[config.mk]
export PLATFORM = sky130hd
export DESIGN_NAME = epvw_cell
export DESIGN_NICKNAME = d
export VERILOG_FILES = /design/src/rtl/encoder_position_window_velocity_defines.svh /design/src/rtl/epvw_pkg.sv /design/src/rtl/epvw_cell.sv
export SDC_FILE = /design/constraint.sdc
export NUM_CORES = 1
export LEC_CHECK = 0
export BUFFER_PORTS_ARGS = -buffer_cell sky130_fd_sc_hd__buf_4
export CAP_MARGIN = 30
export CORE_MARGIN = 1
export CORE_UTILIZATION = 35
export DETAILED_ROUTE_END_ITERATION = 7
export PLACE_DENSITY = 0.76
export SYNTH_ARGS = -nofsm -noshare
export SYNTH_HDL_FRONTEND = slang
export SYNTH_SLANG_ARGS = --single-unit
[constraint.sdc]
create_clock -name clk -period 0.8 [get_ports clk]
set_input_delay 0.16 -clock clk [delete_from_list [all_inputs] [get_ports clk]]
set_output_delay 0.16 -clock clk [all_outputs]
set_load 0.05 [all_outputs]
[src/rtl/encoder_position_window_velocity_defines.svh]
// assertion macros used by the rtl
`ifndef ENCODER_POSITION_WINDOW_VELOCITY_DEFINES_SVH
`define ENCODER_POSITION_WINDOW_VELOCITY_DEFINES_SVH

// same-cycle implication, checked only out of reset
`define EPVW_ASSERT_NOW(label, ante, cons, msg) \
  label: assert property (@(posedge clk) disable iff (!rst_n) (ante) |-> (cons)) \
    else $error(msg);

// next-cycle implication, checked only out of reset
`define EPVW_ASSERT_NEXT(label, ante, cons, msg) \
  label: assert property (@(posedge clk) disable iff (!rst_n) (ante) |=> (cons)) \
    else $error(msg);

`endif

[src/rtl/epvw_pkg.sv]
package epvw_pkg;

  // depth of the position history window
  localparam int WINDOW    = 16;
  // cells needed to reach the oldest total the window compares against
  localparam int CHAIN_LEN = WINDOW - 1;
  localparam int SLOT_W    = $clog2(WINDOW);

  localparam int CNT_W  = 16;
  localparam int TOT_W  = 32;
  localparam int GAIN_W = 32;
  localparam int POS_W  = 48;
  localparam int VEL_W  = 32;
  localparam int PROD_W = 64;

  // configuration register indexes
  typedef enum logic [1:0] {
    CFG_POS_GAIN    = 2'd0,
    CFG_TICK_GAIN   = 2'd1,
    CFG_WINDOW_GAIN = 2'd2
  } cfg_reg_t;

  typedef logic [TOT_W-1:0] total_t;

endpackage

[src/rtl/epvw_cell.sv]
module epvw_cell (
  input  logic                 clk,
  input  logic                 shift_en,
  input  epvw_pkg::total_t     data_in,
  output epvw_pkg::total_t     data_out
);

  epvw_pkg::total_t data_r;

  // one history slot, moves one place down the chain per beat
  always_ff @(posedge clk) begin
    if (shift_en) begin
      data_r <= data_in;
    end
  end

  assign data_out = data_r;

endmodule

* Yosys cells after proc, flatten, opt, wreduce, memory -nomap -nowiden
Cells that the tools add are included.
** Storage, ports and cells
- Register bits :: 32
- Bits of input ports :: 34

* Longest topological paths before layout
Gate-level depths: netlist of run 1.
- Depth after elaboration :: 0
- Gate-level depth with buffers :: 0

* Worst setup path before layout of run 1
OpenSTA, ideal clock, no wires.
- Path type :: reg2out
- From :: register data_r[0], in the netlist data_out[0]
- To :: output port data_out[0]
- Arrival time :: 0.601 ns
- Data required time :: 0.640 ns
- Setup slack :: 0.039 ns
- Cell stages (with the launch flop) :: 1
- Cell sequence :: edfxtp_1
** RTL lines
- from (decl) :: RTL line epvw_cell.sv:8 : epvw_pkg::total_t data_r;
- from (signal assigned) :: RTL line epvw_cell.sv:13 : data_r <= data_in;
- to (decl) :: RTL line epvw_cell.sv:5 : output epvw_pkg::total_t data_out
No word-level cell between the ends.

* Final worst setup path of run 1
- From :: register data_r[12], in the netlist data_out[12]
- To :: output port data_out[12]
No word-level cell between the ends.

==> results of run 1 <==
==> per-layer routing <==
metal | vias to the layer above | share of wire | routed length, um
li1 | 337 | - | -
met3 | 9 | 0.090 | 236
met5 | - | 0 | 0
met4 | 0 | 0.021 | 55
met2 | 48 | 0.51 | 1330
met1 | 326 | 0.38 | 987
==> how the worst min path moves through the flow <==
stage	startpoint	to	slack, ns	cells after the start
after CTS	data_in[14]	data_out[14]$_DFFE_PP_	0.0008	1
after detailed placement	data_in[14]	data_out[14]$_DFFE_PP_	0.34	1
after floorplan	data_in[0]	data_out[0]$_DFFE_PP_	0.26	0
after global routing	data_in[27]	data_out[27]$_DFFE_PP_	-0.01	1
final	data_in[27]	data_out[27]$_DFFE_PP_	0.006	1
after global placement	data_in[2]	data_out[2]$_DFFE_PP_	0.34	1
==> power by group through the flow <==
stage / logic, mW / registers, mW / clock network (mW)
floorplan: 0 / 2.53 / 0
detailed placement: 0.845 / 2.07 / 0
global placement: 0.836 / 2.06 / 0
CTS: 0.974 / 2.06 / 0.853
finish: 1.04 / 2.06 / 0.850
global route: 1.08 / 2.07 / 0.945
==> repair_timing <==
| item | in CTS | in global routing |
|---|---|---|
| gates cloned | 0 | 0 |
| hold buffers | 13 | 15 |
| setup endpoints to repair | 32 | 32 |
| gates resized for setup | 32 | 0 |
| hold endpoints to repair | 13 | 15 |
==> final cells by class <==
| type | instances | area [um^2] |
|---|---|---|
| repair buffers | 97 | 943 |
| clock buffers | 7 | 45.0 |
| clock inverters | 1 | 3.75 |
| well taps | 30 | 37.5 |
| flip-flops and latches | 32 | 961 |
| fillers | 130 | 554 |
==> kinds of logic after synthesis <==
kind of cell  Yosys count  synth area share
flip-flops             32              1.00
==> cell usage in the layout, fill, tap and decap left out <==
| master | netlist | final |
|---|---|---|
| edfxtp_1 | 32 | 32 |
| buf_12 | 0 | 2 |
| clkbuf_4 | 0 | 5 |
| dlygate4sd3_1 | 0 | 28 |
| buf_4 | 0 | 35 |
| clkbuf_1 | 0 | 2 |
| clkinv_1 | 0 | 1 |
| buf_6 | 0 | 32 |
==> qor.yml, run 1 <==
run_status:
  status: "finished with violations"
  violations: "setup timing"
yosys:
  yosys.area.top_type_share: 1.00
  synth.distinct_cells: 1
  syn_avg_cell_area_um2: 30.0
  yosysMostFrequentCell: "edfxtp_1"
  synth.area.top_cells: "edfxtp_1 100%"
  synth-warning-count: 0
  ys_seq_area_frac: 1.00
  syn_inst: 32
  syn_area_um2: 961
  synthFlopType: "edfxtp_1"
  ys_async_sr_fraction: 0
  synth_commonest_cells: "32 x edfxtp_1"
  syn-num-nets: 66
  synth_top_cell_by_area: "edfxtp_1"
  synth_seq_cells: 32
  synth_edf_count: 32
finish:
  drive_above_1_share: 0.540
  multi_input_area_um2: 0
  largest_reg_flops: 32
  instances_no_fill: 167
  multi_input_cells: 0
  finalNetCount: 170
  fin_util: 0.782
  antenna_cells: 0
  final_cell_area_mm2: 0.00199
  syn2layout_area_growth_pct: 107
power:
  power.switching_mw: 1.17
  sw_frac_of_total: 0.296
  leakage_nw: 0.838
  internal-power_mw: 2.78
  combPwrFrac: 0.263
  peakVddDrop_uv: 1550
  seqPwrFrac: 0.522
  pwr-share-clk: 0.215
  power_mw: 3.95
  power_density_mw_per_mm2: 1980
grt:
  grt_usage: 0.177
  grt_antenna_before_repair: 0
  grt_pass1_vias: 688
  met3_usage: 0.0944
  grt_max_degree: 13
  grt-busiest-layer: "met2"
  use_met2: 0.305
  gr-total-overflow: 0
  grt_pass1_wl_um: 3260
  met1_usage: 0.171
timing:
  rsz0062_at_grt: "yes"
  timing.fmax_mhz: 888
  slew_headroom: 0.906
  min_period_ns: 1.13
  final.setup.tns_ns: -8.26
  worst_pin_slew_ns: 0.141
  slew_viol_final: 0
  fin_crit_sh: 1.41
  timing.final.ws_setup_ns: -0.326
  whs_ns: 0.00577
  setup_violations: 32
  hold_viol: 0
worst_setup_path:
  crit_family: "flip-flops"
  path_class: "reg2out"
  critPathBufInv: 1
  slowest_stage: "edfxtp_1"
  cp.depth: 1
  critical_path.max_fanout: 1
  critPathRequiredTime_ns: 0.64
  cp_cell_sequence: "buf_6"
  cpPeakStageDelay_ns: 0.45
  cp.arrival_ns: 0.97
  startpoint: "data_out[12]$_DFFE_PP_"
  crit_end: "data_out[12]"
  start_kind: "register"
  end_kind: "output port"
detailed_routing:
  vias: 720
  drt-initial-drc-count: 20
  wire_per_inst_um: 15.6
  drt-vias-per-instance: 4.31
  drcViolationCount: 0
  ant_nets: 0
  first_pass_iters: 4
  drt_wl_total_um: 2610
placed_design:
  post_dp_cell_area_mm2: 0.00154
  post-place-cells: 131
  place_congestion: 0.582
  place_ws_ns: 0.0210
  port_buffers: 65
die:
  core_area_mm2: 0.00254
  start_util: 0.378
  die_area_mm2: 0.00296
  ios: 66
  die_w_um: 54.4
  die_height_um: 54.4
  row_count: 18
clock_network:
  cts_buffer_depth: 2
  cts_tree: "done"
  clkTransAtPathRegs_ns: 0.09
  cts_sinks: 32
  h-tree-depth: 2
  cts_setup_buffers: 0
  cts_root_buf: "clkbuf_4"
  cts_buffers: 5
run:
  cap_violations: 0
min_path:
  hold_class: "in2reg"
Power figures use the tool's default switching activity.
==> run 2, diff against run 1 <==
--- a/config.mk
+++ b/config.mk
@@ -10,5 +10,7 @@
 export CORE_MARGIN = 1
 export CORE_UTILIZATION = 35
+export CTS_CLUSTER_SIZE = 14
 export DETAILED_ROUTE_END_ITERATION = 7
+export GPL_ROUTABILITY_DRIVEN = 0
 export PLACE_DENSITY = 0.76
 export SYNTH_ARGS = -nofsm -noshare
==> constraint.sdc (replaced) <==
create_clock -name clk -period 0.8 [get_ports clk]
set_input_delay 0.08 -clock clk [delete_from_list [all_inputs] [get_ports clk]]
set_output_delay 0.08 -clock clk [all_outputs]
set_load 0.05 [all_outputs]
==> run 2 against run 1 <==
Net effect: the run still ends with setup timing left; routed wire length shrank 0.92%; first-iteration DRC count shrank 80%; worst hold slack gained 0.079 ns; highest routed layer unchanged; via count grew 3.2%; largest power group unchanged; global-route usage grew 1.7 points; sequential share of layout area shrank 0.78 points; critical endpoint unchanged; maximum frequency grew 12%; flip-flop and latch count is the same; final cell count grew 1.8%; total power shrank 0.33%.
==> qor.yml, run 2 (synthesized netlist as in run 1, its figures left out) <==
clock_network:
  cts_setup_buffers: 0  # unchanged
  cts_root_buf: "clkbuf_4"
  cts_buffers: 5  # unchanged
  cts_tree: "done"
  clkTransAtPathRegs_ns: 0.10  # about the same
  cts_buffer_depth: 2  # unchanged
  cts_sinks: 32  # unchanged
  h-tree-depth: 2  # unchanged
power:
  power_mw: 3.94  # -0.33%
  power_density_mw_per_mm2: 1950  # -1.9%
  peakVddDrop_uv: 1600  # +3.0%
  leakage_nw: 0.850  # +1.4%
run:
  cap_violations: 0  # unchanged
timing:
  setup_violations: 32  # unchanged
  whs_ns: 0.0847  # +0.0790 ns
  rsz0062_at_grt: "yes"
  fin_crit_sh: 1.25  # -0.154
  timing.final.ws_setup_ns: -0.203  # +0.124 ns
  hold_viol: 0  # unchanged
  slew_viol_final: 0  # unchanged
  slew_headroom: 0.892  # -0.0136
  timing.fmax_mhz: 997  # +12%
  final.setup.tns_ns: -5.17  # +3.08 ns
  min_period_ns: 1.00  # -0.124 ns
  worst_pin_slew_ns: 0.162  # +0.0203 ns
worst_setup_path:
  crit_family: "flip-flops"
  critical_path.max_fanout: 1  # unchanged
  path_class: "reg2out"
  cpPeakStageDelay_ns: 0.42  # -0.03 ns
  critPathRequiredTime_ns: 0.72  # +0.08 ns
  start_kind: "register"
  critPathBufInv: 1  # unchanged
  slowest_stage: "edfxtp_1"
  cp.arrival_ns: 0.92  # -0.05 ns
  cp_cell_sequence: "buf_6"
  end_kind: "output port"
placed_design:
  port_buffers: 65  # unchanged
  dpl.hpwl_um: 1550
  place_ws_ns: 0.0720  # +0.0510 ns
detailed_routing:
  drcViolationCount: 0  # unchanged
  drt_wl_total_um: 2590  # -0.92%
  drt-vias-per-instance: 4.37  # +1.4%
  drt-initial-drc-count: 4  # -80%
  first_pass_iters: 4  # unchanged
  ant_nets: 0  # unchanged
  vias: 743  # +3.2%
  wire_per_inst_um: 15.2  # -2.7%
min_path:
  hp-start: "shift_en"
  holdPathEnd: "data_out[31]$_DFFE_PP_"
  holdPathStages: 1  # unchanged
  hold_class: "in2reg"
finish:
  drive_above_1_share: 0.521  # -0.0187
  antenna_cells: 0  # unchanged
  finalNetCount: 173  # +1.8%
  multi_input_area_um2: 0  # unchanged
  fill_cells: 128  # -1.5%
  final_common_cell: "buf_4"
  final_cell_mix: "34 x buf_4, 32 x edfxtp_1, 32 x dlygate4sd3_1, 32 x buf_6, 5 x clkbuf_4"
  largest_reg_flops: 32  # unchanged
  syn2layout_area_growth_pct: 111
  seqCellArea_um2: 961  # unchanged
  multi_input_cells: 0  # unchanged
die:
  row_count: 18  # unchanged
  die_height_um: 54.4  # unchanged
  core_area_mm2: 0.00254  # unchanged
  ios: 66  # unchanged
  die_w_um: 54.4  # unchanged
  start_util: 0.378  # unchanged
  die_area_mm2: 0.00296  # unchanged
grt:
  grt_max_degree: 13  # unchanged
  grt_antenna_before_repair: 0  # unchanged
  grt_pass1_vias: 784  # +14%
  grt_usage: 0.195  # +0.0172
  grt_pass1_wl_um: 3580  # +9.7%
  gr-total-overflow: 0  # unchanged
run_status:
  violations: "setup timing"
  status: "finished with violations"
[run 2: final cells by class]
cell class,instances,share of cell area
Clock inverter,1,0.00186
Sequential cell,32,0.475
Tap cell,30,0.0186
Clock buffer,7,0.0223
Timing Repair Buffer,100,0.482
[run 2: stage by stage]
stage	utilization	std cells	area (um^2)
6_report	0.795	170	2020
5_1_grt	0.795	170	2020
4_1_cts	0.795	170	2020
3_5_place_dp	0.603	130	1530
3_3_place_gp	0.603	130	1530
2_1_floorplan	-	32	961
[run 2: worst max path at each step]
| stage | start | to | slack [ns] | cells past startpoint |
|---|---|---|---|---|
| floorplan | data_out[0]$_DFFE_PP_ | data_out[0] | 0.12 | 0 |
| global placement | shift_en | data_out[26]$_DFFE_PP_ | 0.09 | 2 |
| detailed placement | shift_en | data_out[18]$_DFFE_PP_ | 0.07 | 2 |
| CTS | data_out[5]$_DFFE_PP_ | data_out[5] | -0.21 | 1 |
| global route | data_out[19]$_DFFE_PP_ | data_out[19] | -0.23 | 1 |
| finish | data_out[12]$_DFFE_PP_ | data_out[12] | -0.20 | 1 |
[run 2: layer usage]
metal	track usage	wire [um]
met5	0	0
met2	0.331	1400
met4	0.141	98
met1	0.185	872
met3	0.0833	217
[run 2: what timing repair did]
action                                  CTS  global route
endpoints found under the setup margin   32            32
resized for setup                        32             0
hold buffers                             32             0
endpoints found under the hold margin    32             0
[run 2: power breakdown]
group          switching (mW)  internal, mW  total [mW]
registers              0.0648          1.99        2.06
logic                   0.592         0.460        1.05
clock network           0.489         0.337       0.826
==> run 3, diff against run 2 <==
- CORE_ASPECT_RATIO: not set -> 0.6
- HOLD_SLACK_MARGIN: not set -> 0.08
- TNS_END_PERCENT: not set -> 100
==> run 3 against run 2 <==
Net effect: via count fell by 3.2%; design area grew 0.12%; sequential power barely moved; routed wire length shrank 9.3%; first-iteration DRC count grew to 11 times the previous value; flip-flop and latch count unchanged; combinational power is essentially flat; critical path depth is the same; total power increased by 5.2%; the run still ends with setup timing left; maximum frequency increased by 8.2%; clock-buffer cell count fell by 2; final cell count shrank 1.2%.
==> qor.yml, run 3 (synthesized netlist as in run 1, its figures left out) <==
run_status:
  status: "finished with violations"
  violations: "setup timing"
placed_design:
  post-place-cells: 131  # +0.77%
  place_ws_ns: 0.146  # +0.0736 ns
  port_buffers: 65  # unchanged
detailed_routing:
  wire_per_inst_um: 14.0  # -8.2%
  vias: 719  # -3.2%
  drcViolationCount: 0  # unchanged
  drt-vias-per-instance: 4.28  # -2.1%
  ant_nets: 0  # unchanged
  drt-initial-drc-count: 44  # +40
  drt_wl_total_um: 2350  # -9.3%
  first_pass_iters: 4  # unchanged
min_path:
  holdPathEnd: "data_out[31]$_DFFE_PP_"
  holdPathStages: 2  # +1
  hold_class: "in2reg"
  hp-start: "shift_en"
clock_network:
  h-tree-depth: 2  # unchanged
  cts_buffer_depth: 2  # unchanged
  cts_buffers: 5  # unchanged
  cts_tree: "done"
  clkTransAtPathRegs_ns: 0.06  # -0.04 ns
  cts_sinks: 32  # unchanged
  cts_root_buf: "clkbuf_8"
  cts_setup_buffers: 0  # unchanged
timing:
  rsz0062_at_grt: "yes"
  fin_crit_sh: 1.16  # -0.0950
  timing.fmax_mhz: 1080  # +8.2%
  slew_viol_final: 0  # unchanged
  worst_pin_slew_ns: 0.125  # -0.0368 ns
  slew_headroom: 0.917  # +0.0246
  timing.final.ws_setup_ns: -0.127  # +0.0760 ns
  hold_viol: 0  # unchanged
  setup_violations: 32  # unchanged
  min_period_ns: 0.927  # -0.0760 ns
die:
  die_area_mm2: 0.00297  # +0.24%
  row_count: 14  # -4
  die_w_um: 69.6  # +28%
  start_util: 0.376  # -0.00185
  ios: 66  # unchanged
  core_area_mm2: 0.00256  # +0.49%
  die_height_um: 42.6  # -22%
worst_setup_path:
  slowest_stage: "edfxtp_1"
  end_kind: "output port"
  critical_path.max_fanout: 1  # unchanged
  critPathRequiredTime_ns: 0.72  # about the same
  cp.arrival_ns: 0.85  # -0.07 ns
  crit_family: "flip-flops"
  start_kind: "register"
  cp_cell_sequence: "buf_6"
  cpPeakStageDelay_ns: 0.40  # -0.02 ns
  critPathBufInv: 1  # unchanged
  path_class: "reg2out"
grt:
  grt_antenna_before_repair: 0  # unchanged
  grt_usage: 0.179  # -0.0160
  grt_pass1_wl_um: 3800  # +6.0%
  grt_max_degree: 23  # +10
  gr-total-overflow: 0  # unchanged
  grt_pass1_vias: 765  # -2.4%
finish:
  instances_no_fill: 168  # -1.2%
  final_common_cell: "buf_4"
  syn2layout_area_growth_pct: 111
  fill_cells: 133  # +3.9%
  antenna_cells: 0  # unchanged
  largest_reg_flops: 32  # unchanged
  multi_input_cells: 0  # unchanged
  multi_input_area_um2: 0  # unchanged
  finalNetCount: 172  # -0.58%
  final_cell_mix: "34 x buf_4, 32 x edfxtp_1, 32 x dlygate4sd3_1, 32 x buf_6, 5 x clkbuf_8"
  drive_above_1_share: 0.529  # +0.00798
run:
  cap_violations: 0  # unchanged
power:
  peakVddDrop_uv: 972  # -39%
  leakage_nw: 0.849  # about the same
  power_density_mw_per_mm2: 2040  # +5.1%
[run 3: cell types whose count changed in the layout (fill, tap and decap cells not counted), sizes merged]
cell | previous run | this run
buf | 68 | 67
clkinv | 1 | 0
clkbuf | 7 | 5
[run 3: layer usage]
| metal | up-vias | wire length (um) | GRT usage |
|---|---|---|---|
| li1 | 336 | - | - |
| met1 | 335 | 926 | 0.205 |
| met2 | 42 | 1220 | 0.309 |
| met3 | 6 | 153 | 0.0505 |
| met4 | 0 | 43 | 0.0960 |
| met5 | - | 0 | 0 |
[run 3: timing repair]
action,CTS,global route
hold buffers,32,0
gates cloned,0,0
setup endpoints to repair,32,32
hold endpoints to repair,32,0
pin swaps,0,0
resized for setup,32,0
[run 3: worst max path at each step]
stage / start / end / cells past startpoint
2_1_floorplan: data_out[0]$_DFFE_PP_ / data_out[0] / 0
3_3_place_gp: shift_en / data_out[30]$_DFFE_PP_ / 2
3_5_place_dp: shift_en / data_out[8]$_DFFE_PP_ / 2
4_1_cts: data_out[17]$_DFFE_PP_ / data_out[17] / 1
5_1_grt: data_out[12]$_DFFE_PP_ / data_out[12] / 1
6_report: data_out[12]$_DFFE_PP_ / data_out[12] / 1
[run 3: power by group]
part	switching, mW	internal [mW]
clock	0.489	0.558
sequential	0.0618	2.00
combinational	0.584	0.450
total	1.14	3.01
[run 3: through the flow]
stage | hold WS, ns | cell area, um^2 | setup TNS [ns] | power [mW] | util
after floorplan | 0.179 | 961 | 0 | 2.53 | -
after global routing | 0.214 | 2030 | -4.14 | 4.29 | 0.792
final | 0.213 | 2030 | -3.17 | 4.14 | 0.792
after global placement | 0.258 | 1520 | 0 | 2.88 | 0.593
after detailed placement | 0.260 | 1520 | 0 | 2.89 | 0.593
after CTS | 0.212 | 2030 | -3.21 | 4.15 | 0.792
[run 3: layout make-up]
class | instances | area, um^2 | share of cell area
Sequential cell | 32 | 961 | 0.474
Tap cell | 32 | 40.0 | 0.0198
Timing Repair Buffer | 99 | 956 | 0.472
Clock buffer | 5 | 68.8 | 0.0340
